--- config.mk ---
export PLATFORM = sky130hd
export DESIGN_NAME = sorted_id_handle_table
export DESIGN_NICKNAME = d
export VERILOG_FILES = /design/src/hdl/sih_pkg.sv /design/src/hdl/sih_cell.sv /design/src/hdl/sih_chain.sv /design/src/hdl/sorted_id_handle_table.sv
export VERILOG_INCLUDE_DIRS = /design/src /design/src/hdl
export SDC_FILE = /design/constraint.sdc
export NUM_CORES = 1
export LEC_CHECK = 0
export BUFFER_PORTS_ARGS = -buffer_cell sky130_fd_sc_hd__buf_2
export CAP_MARGIN = 0
export CORE_UTILIZATION = 50
export CTS_BUF_LIST = sky130_fd_sc_hd__clkbuf_8 sky130_fd_sc_hd__clkbuf_16
export CTS_CLUSTER_SIZE = 20
export DETAILED_ROUTE_END_ITERATION = 6
export PLACE_DENSITY = 0.66
export SLEW_MARGIN = 25
export SYNTH_ARGS = -nofsm -noshare
export SYNTH_HDL_FRONTEND = slang
export SYNTH_SLANG_ARGS = --single-unit
--- constraint.sdc ---
create_clock -name clk -period 10.4 [get_ports clk]
set_clock_uncertainty 0.1 [all_clocks]
set_input_delay 0 -clock clk [delete_from_list [all_inputs] [get_ports clk]]
set_output_delay 0 -clock clk [all_outputs]
set_load 0.02 [all_outputs]
--- src/hdl/sorted_id_handle_table_macros.svh ---
// Assertion macros for the sorted id/handle table.
// Used by the top level; expects clk and rst_n in scope.
`ifndef SORTED_ID_HANDLE_TABLE_MACROS_SVH
`define SORTED_ID_HANDLE_TABLE_MACROS_SVH

// a implies c in the same cycle
`define SIH_ASSERT_IMP(label, a, c, msg) \
  label: assert property (@(posedge clk) disable iff (!rst_n) (a) |-> (c)) else $error(msg);

// a implies c in the next cycle
`define SIH_ASSERT_NXT(label, a, c, msg) \
  label: assert property (@(posedge clk) disable iff (!rst_n) (a) |=> (c)) else $error(msg);

`endif

--- src/hdl/sih_pkg.sv ---
// Shared types and constants for the sorted id/handle table.
// No dependencies.
package sih_pkg;

  localparam int DEF_TABLE_DEPTH = 16;
  localparam int DEF_HANDLE_BITS = 32;

  localparam int ID_W         = 8;
  localparam int IN_HANDLE_W  = 32;
  localparam int COUNT_OUT_W  = 5;
  localparam int STATUS_W     = 2;
  localparam int IN_DATA_W    = 40;   // id + handle, already byte aligned
  localparam int OUT_DATA_W   = 40;   // handle + count, padded to bytes
  localparam int OUT_USER_W   = 3;

  localparam logic [ID_W-1:0] EMPTY_ID = 8'h00;

  localparam logic OP_INSERT = 1'b0;
  localparam logic OP_LOOKUP = 1'b1;

  typedef enum logic [STATUS_W-1:0] {
    ST_OK     = 2'd0,
    ST_FULL   = 2'd1,
    ST_BAD_ID = 2'd2,
    ST_MISS   = 2'd3
  } status_t;

  // broadcast to every cell
  typedef struct packed {
    logic            ins_en;
    logic [ID_W-1:0] id;
  } sih_cmd_t;

  // handed from a cell to its upper neighbor
  typedef struct packed {
    logic            valid;
    logic            le;      // valid and id <= key
    logic            match;   // valid and id == key
    logic [ID_W-1:0] id;
  } sih_link_t;

endpackage

--- src/hdl/sih_cell.sv ---
// One table slot: id, handle and valid flag, with shift-up on insert.
// Depends on sih_pkg.
module sih_cell #(
  parameter int HANDLE_BITS = sih_pkg::DEF_HANDLE_BITS
) (
  input  logic                   clk,
  input  logic                   rst_n,
  input  sih_pkg::sih_cmd_t      cmd,
  input  logic [HANDLE_BITS-1:0] new_handle,
  input  sih_pkg::sih_link_t     prev_link,
  input  logic [HANDLE_BITS-1:0] prev_handle,
  output sih_pkg::sih_link_t     link,
  output logic [HANDLE_BITS-1:0] handle,
  output logic                   hit,
  output logic [HANDLE_BITS-1:0] hit_handle
);
  import sih_pkg::*;

  logic                   valid_r, valid_nxt;
  logic [ID_W-1:0]        id_r, id_nxt;
  logic [HANDLE_BITS-1:0] handle_r, handle_nxt;
  logic                   le, match;

  assign le    = valid_r && (id_r <= cmd.id);
  assign match = valid_r && (id_r == cmd.id);

  // sorted ids make matches contiguous: first match is unique
  assign hit        = match && !prev_link.match;
  assign hit_handle = hit ? handle_r : '0;

  assign link   = '{valid: valid_r, le: le, match: match, id: id_r};
  assign handle = handle_r;

  always_comb begin
    valid_nxt  = valid_r;
    id_nxt     = id_r;
    handle_nxt = handle_r;
    if (cmd.ins_en && !le) begin
      if (prev_link.le) begin
        valid_nxt  = 1'b1;
        id_nxt     = cmd.id;
        handle_nxt = new_handle;
      end else begin
        valid_nxt  = prev_link.valid;
        id_nxt     = prev_link.id;
        handle_nxt = prev_handle;
      end
    end
  end

  always_ff @(posedge clk) begin
    if (!rst_n) begin
      valid_r <= 1'b0;
      id_r    <= EMPTY_ID;
    end else begin
      valid_r <= valid_nxt;
      id_r    <= id_nxt;
    end
    handle_r <= handle_nxt;
  end

endmodule

--- src/hdl/sih_chain.sv ---
// Row of table cells with the lookup result gather.
// Depends on sih_pkg and sih_cell.
module sih_chain #(
  parameter int TABLE_DEPTH = sih_pkg::DEF_TABLE_DEPTH,
  parameter int HANDLE_BITS = sih_pkg::DEF_HANDLE_BITS
) (
  input  logic                   clk,
  input  logic                   rst_n,
  input  sih_pkg::sih_cmd_t      cmd,
  input  logic [HANDLE_BITS-1:0] new_handle,
  output logic                   hit_any,
  output logic [HANDLE_BITS-1:0] hit_handle
);
  import sih_pkg::*;

  sih_link_t              links   [TABLE_DEPTH+1];
  logic [HANDLE_BITS-1:0] handles [TABLE_DEPTH+1];
  logic [TABLE_DEPTH-1:0] hits;
  logic [HANDLE_BITS-1:0] hit_handles [TABLE_DEPTH];

  // below cell 0: always "less or equal", so cell 0 takes a new entry
  assign links[0]   = '{valid: 1'b1, le: 1'b1, match: 1'b0, id: EMPTY_ID};
  assign handles[0] = '0;

  for (genvar i = 0; i < TABLE_DEPTH; i++) begin : g_cell
    sih_cell #(
      .HANDLE_BITS (HANDLE_BITS)
    ) u_cell (
      .clk         (clk),
      .rst_n       (rst_n),
      .cmd         (cmd),
      .new_handle  (new_handle),
      .prev_link   (links[i]),
      .prev_handle (handles[i]),
      .link        (links[i+1]),
      .handle      (handles[i+1]),
      .hit         (hits[i]),
      .hit_handle  (hit_handles[i])
    );
  end

  // top cell's outputs feed nothing above it
  logic unused_top;
  assign unused_top = links[TABLE_DEPTH].valid ^ (^handles[TABLE_DEPTH]);

  assign hit_any = |hits;

  always_comb begin
    hit_handle = '0;
    for (int i = 0; i < TABLE_DEPTH; i++) begin
      hit_handle = hit_handle | hit_handles[i];
    end
  end

endmodule

--- src/hdl/sorted_id_handle_table.sv ---
// Sorted id/handle table, top level.
// Depends on sih_pkg, sih_chain and sorted_id_handle_table_macros.svh.
//
// Input requests: in_tuser is the opcode (0 insert, 1 lookup), in_tdata holds
// the service id and the handle. Each request yields one result request on
// the out_ channel with status, found, the matched handle and the entry count.
// Entries sit in a row of cells sorted by ascending id; an insert shifts the
// cells above the insert point up by one, a lookup compares all cells at once
// and takes the lowest matching one.
// The result is registered and shows in the cycle after acceptance.
// Throughput: one request per cycle while out_tready is high; the cell row
// updates in the accepting cycle, so the next request sees the new table.
// A full table rejects inserts (status 1); id 0 is rejected on insert
// (status 2); a lookup miss gives status 3 with handle 0.
// Reset clears all valid flags and the count; the table is empty right after
// reset, no clearing pass.
// While out_tready is low with a result pending, in_tready drops and the
// pending result holds.
module sorted_id_handle_table #(
  parameter int TABLE_DEPTH = sih_pkg::DEF_TABLE_DEPTH,
  parameter int HANDLE_BITS = sih_pkg::DEF_HANDLE_BITS
) (
  input  logic                          clk,
  input  logic                          rst_n,
  input  logic                          in_tvalid,
  output logic                          in_tready,
  // [7:0] svc_id, [39:8] handle_in
  input  logic [sih_pkg::IN_DATA_W-1:0] in_tdata,
  // [0] opcode
  input  logic                          in_tuser,
  output logic                          out_tvalid,
  input  logic                          out_tready,
  // [31:0] handle_out, [36:32] entry_count, [39:37] zero
  output logic [sih_pkg::OUT_DATA_W-1:0] out_tdata,
  // [1:0] status, [2] found
  output logic [sih_pkg::OUT_USER_W-1:0] out_tuser
);
  import sih_pkg::*;
  `include "sorted_id_handle_table_macros.svh"

  localparam int CNT_W = $clog2(TABLE_DEPTH + 1);

  logic [ID_W-1:0]        req_id;
  logic [IN_HANDLE_W-1:0] req_handle;
  logic                   req_op;
  logic                   in_req;
  logic                   full;
  sih_cmd_t               cmd;
  logic                   hit_any;
  logic [HANDLE_BITS-1:0] hit_handle;

  logic [CNT_W-1:0]       count_r, count_nxt;
  logic                   out_valid_r;
  status_t                status_r, status_nxt;
  logic                   found_r, found_nxt;
  logic [IN_HANDLE_W-1:0] handle_out_r, handle_out_nxt;
  logic [COUNT_OUT_W-1:0] count_out_r;

  assign req_id     = in_tdata[ID_W-1:0];
  assign req_handle = in_tdata[ID_W +: IN_HANDLE_W];
  assign req_op     = in_tuser;

  assign in_tready = !out_valid_r || out_tready;
  assign in_req    = in_tvalid && in_tready;
  assign full      = (count_r == CNT_W'(TABLE_DEPTH));

  assign cmd.ins_en = in_req && (req_op == OP_INSERT) && !full && (req_id != EMPTY_ID);
  assign cmd.id     = req_id;

  sih_chain #(
    .TABLE_DEPTH (TABLE_DEPTH),
    .HANDLE_BITS (HANDLE_BITS)
  ) u_chain (
    .clk        (clk),
    .rst_n      (rst_n),
    .cmd        (cmd),
    .new_handle (HANDLE_BITS'(req_handle)),
    .hit_any    (hit_any),
    .hit_handle (hit_handle)
  );

  always_comb begin
    count_nxt      = cmd.ins_en ? count_r + 1'b1 : count_r;
    found_nxt      = 1'b0;
    handle_out_nxt = '0;
    if (req_op == OP_INSERT) begin
      if (full) begin
        status_nxt = ST_FULL;
      end else if (req_id == EMPTY_ID) begin
        status_nxt = ST_BAD_ID;
      end else begin
        status_nxt = ST_OK;
      end
    end else if (hit_any) begin
      status_nxt     = ST_OK;
      found_nxt      = 1'b1;
      handle_out_nxt = IN_HANDLE_W'(hit_handle);
    end else begin
      status_nxt = ST_MISS;
    end
  end

  always_ff @(posedge clk) begin
    if (!rst_n) begin
      count_r     <= '0;
      out_valid_r <= 1'b0;
    end else begin
      count_r <= count_nxt;
      if (in_req) begin
        out_valid_r <= 1'b1;
      end else if (out_tready) begin
        out_valid_r <= 1'b0;
      end
    end
    if (in_req) begin
      status_r     <= status_nxt;
      found_r      <= found_nxt;
      handle_out_r <= handle_out_nxt;
      count_out_r  <= COUNT_OUT_W'(count_nxt);
    end
  end

  assign out_tvalid = out_valid_r;
  assign out_tdata  = {{(OUT_DATA_W - IN_HANDLE_W - COUNT_OUT_W){1'b0}},
                       count_out_r, handle_out_r};
  assign out_tuser  = {found_r, status_r};

  `SIH_ASSERT_IMP(a_count_bound, 1'b1, count_r <= CNT_W'(TABLE_DEPTH), "count past depth")
  `SIH_ASSERT_NXT(a_insert_count, cmd.ins_en, count_r == $past(count_r) + 1'b1, "insert lost")
  `SIH_ASSERT_NXT(a_full_reject, in_req && (req_op == OP_INSERT) && full,
                  out_valid_r && (status_r == ST_FULL) && (count_r == $past(count_r)),
                  "full insert not rejected")
  `SIH_ASSERT_IMP(a_found_ok, out_valid_r && found_r, status_r == ST_OK, "found without ok")

endmodule

==> impl_metrics.json <==
{
  "status": "finished with violations",
  "violations": "DRC",
  "initialDrtViolationCount": 3588,
  "ys_types": 61,
  "crit_buf_inv": 4,
  "multiInputGateArea_mm2": 0.01460,
  "ys_seq_area_share_pct": 55.67,
  "setup_viol": 0,
  "maxCapViolations": 0,
  "yosys.area_share.simple_pct": 8.072,
  "final_antenna_net_count": 0,
  "arrival_ps": 4900,
  "grt_pass1_wl_um": 169900,
  "grt_pass1_vias": 25720,
  "synth_compound_area_share_pct": 13.95,
  "p_leak_uw": 0.01400,
  "yosysWarnings": 0,
  "final_layout_size_suffix_gt1_share_pct": 22.97,
  "drt_first_pass_iters": 7,
  "min_period_over_period_pct": 44.34,
  "dieArea_mm2": 0.07141,
  "power_frac_clock_pct": 40.4,
  "vias": 26260,
  "crit-reg2reg-capture": "u_chain.g_cell[10].u_cell.handle[23]",
  "num_rows": 96,
  "cts_tree": "done",
  "dpl.hpwl_um": 65300,
  "antenna_found_initial": 5,
  "portBuffers": 86,
  "core_area_mm2": 0.06907,
  "reg2reg_depth": 7,
  "numCtsBuffers": 76,
  "cts_resized": 0,
  "critPathMaxStageDelay_ps": 920,
  "synthAdderAreaFrac_pct": 4.625,
  "async_reset_ff_share_pct": 0,
  "clk_latency_ps": 660,
  "startpoint_type": "input pin",
  "hold_viol": 0,
  "r2r-start": "u_chain.g_cell[9].u_cell.id_r[6]",
  "yosys_register_bits": 702,
  "place_congestion": 0.9213,
  "clockBufferDepth": 3,
  "wl_per_cell_um": 29.85,
  "netlist_instances": 2879,
  "finalCriticalPeriod_ps": 4611,
  "crit_path_start": "in_tdata[4]",
  "final_max_slew_viol_count": 0,
  "layout_common_cells": "552 x edfxtp_1, 367 x mux2_2, 347 x nand2_1",
  "rsz0062_at_grt": "false",
  "synth_area_mm2": 0.03517,
  "cts.reportedPaths.clkPinSlew_ps": 60,
  "fill_cells": 5600,
  "track_usage_pct": 32.49,
  "syn2layout_area_growth_pct": 11.51,
  "power.density_mw_per_mm2": 166.0,
  "intPower_uw": 4854,
  "fin_nets": 3093,
  "cts_root_buf": "clkbuf_16",
  "worstPathMaxFanout": 22,
  "critPathKind": "in2reg",
  "htreeDepth": 3,
  "grt_max_degree": 90,
  "synthMuxAreaShare_pct": 14.06,
  "regArea_mm2": 0.01958,
  "peakVddDrop_uv": 115.9,
  "numClockSinks": 702,
  "crit_required_ps": 10690,
  "worst_pin_slew_ps": 1156,
  "wl_um": 116900,
  "min_path_type": "in2reg",
  "crit_family": "simple AND/OR/NAND/NOR gates",
  "slowest_stage": "nor3_2",
  "chipWidth_um": 267.2,
  "initial_core_util_pct": 50.92,
  "r2r_slack_ps": 6310,
  "relSlewSlack_pct": 22.92,
  "drc_errors": 3,
  "p_comb_share_pct": 9.1,
  "synth_xor_area_share_pct": 0.09961,
  "grt-ovfl-total": 0,
  "power.share.sequential_pct": 50.5,
  "path_depth": 10,
  "p_switching_uw": 1658,
  "crit_path_end": "u_chain.g_cell[10].u_cell.handle[23]",
  "final_common_cell": "edfxtp_1",
  "p_sw_share_pct": 25.46,
  "ioPinCount": 90,
  "finalSetupTns_ps": 0,
  "hp-start": "out_tready",
  "critPathCaptureType": "flip-flop",
  "die_y_um": 267.2,
  "finish.utilization_pct": 56.78,
  "avgSynthCellArea_um2": 12.22,
  "cp_cell_sequence": "dlygate4sd3_1, buf_2, inv_1, ha_1, nand4_1, nor3_2, a21o_1, or2_2, buf_4, mux2_2",
  "synth_ff_type": "edfxtp_1",
  "vias_per_cell": 6.707,
  "synth_top_family_by_area": "multiplexers",
  "fmax_mhz": 216.9,
  "synth_edf_count": 552
}
-- repair_timing --
item	CTS	global route
hold buffers	44	0
setup buffers	0	0
endpoints found under the hold margin	600	0
-- power by group through the flow --
stage / combinational [uW] / clock, uW / sequential (uW)
2_1_floorplan: 374 / 0 / 3310
3_3_place_gp: 546 / 0 / 3340
3_5_place_dp: 567 / 0 / 3340
4_1_cts: 583 / 2640 / 3290
5_1_grt: 637 / 2740 / 3300
6_report: 594 / 2630 / 3290
-- worst min-delay path by stage --
stage | end | slack, ps | cells past startpoint
final | out_tvalid | 140 | 4
after global routing | out_tvalid | 160 | 4
after CTS | out_tvalid | 100 | 4
after detailed placement | out_tvalid | 160 | 3
after global placement | out_tvalid | 140 | 3
after floorplan | u_chain.g_cell[0].u_cell.handle[0] | -1 | 0
-- worst min-delay path: stages --
cell and delay [ps]:
buf_2 70, nand2b_1 130, a21oi_1 70, dlygate4sd3_1 560
-- per-stage QoR --
step / cells / cell area, um2 / worst slack, ps / power, uW / hold WS (ps)
after detailed placement: 3727 / 36410 / 5941 / 3911 / 163.7
after floorplan: 2881 / 35180 / 6020 / 3688 / -1.131
after global placement: 3726 / 36400 / 6059 / 3888 / 140.5
final: 3915 / 39220 / 5789 / 6512 / 138.4
after CTS: 3913 / 39210 / 6050 / 6511 / 98.84
after global routing: 3914 / 39220 / 5731 / 6681 / 156.3
-- logic make-up (layout without fill, tap and decap cells) --
| kind of cell | count (synthesis) | count (layout) |
|---|---|---|
| flops | 702 | 702 |
| xor+xnor | 4 | 4 |
| compound gates | 724 | 724 |
| other cells | 1 | 5 |
| fa+ha+maj | 130 | 130 |
| mux | 446 | 446 |
| simple gates | 595 | 595 |
| buf+inv | 277 | 378 |
-- Yosys cell counts, types with 15 or more instances --
cell type,n,area (um2)
a211oi_1,23,172.7
a21o_1,15,112.6
a21oi_1,155,775.7
a221oi_1,80,700.7
a22o_1,73,639.4
a22oi_1,74,555.5
a311oi_1,24,210.2
a31oi_1,15,93.84
a41oi_1,17,148.9
and3_1,52,325.3
and4_1,27,236.5
buf_2,68,340.3
buf_4,16,120.1
clkbuf_1,130,488.0
dfxtp_1,150,3003
edfxtp_1,552,16580
ha_1,130,1627
inv_1,43,161.4
mux2_1,17,191.4
mux2_2,367,4133
mux2i_1,62,620.6
nand2_1,349,1310
nand3_1,34,170.2
nand4_1,22,137.6
nor2_1,28,105.1
nor2b_1,21,131.4
nor3_1,17,85.08
o211ai_1,15,112.6
o21ai_0,173,865.8
o21ai_1,16,80.08
-- cell type report --
type | count | share of cell area, %
Antenna cell | 2 | 0.01276
Clock buffer | 81 | 5.053
Clock inverter | 61 | 0.9826
Inverter | 44 | 0.4339
Multi-Input combinational cell | 1902 | 37.22
Sequential cell | 702 | 49.92
Tap cell | 931 | 2.970
Timing Repair Buffer | 192 | 3.401
-- sequential cells by signal (all words and copies together), names as in the netlist --
name / flops
count_out_r: 5
u_chain.g_cell.u_cell.valid_r: 16
found_r: 1
status_r: 2
u_chain.g_cell.u_cell.handle: 512
handle_out_r: 32
u_chain.g_cell.u_cell.id_r: 128
out_tvalid: 1
count_r: 5
-- routing by layer --
layer  wire length, um  global-route usage (%)
met1             45220                   42.97
met4              4618                   13.76
met2             53820                   51.78
met3             13190                   6.703
met5                 0                       0
Note: power is estimated with default switching activity, not from simulation.
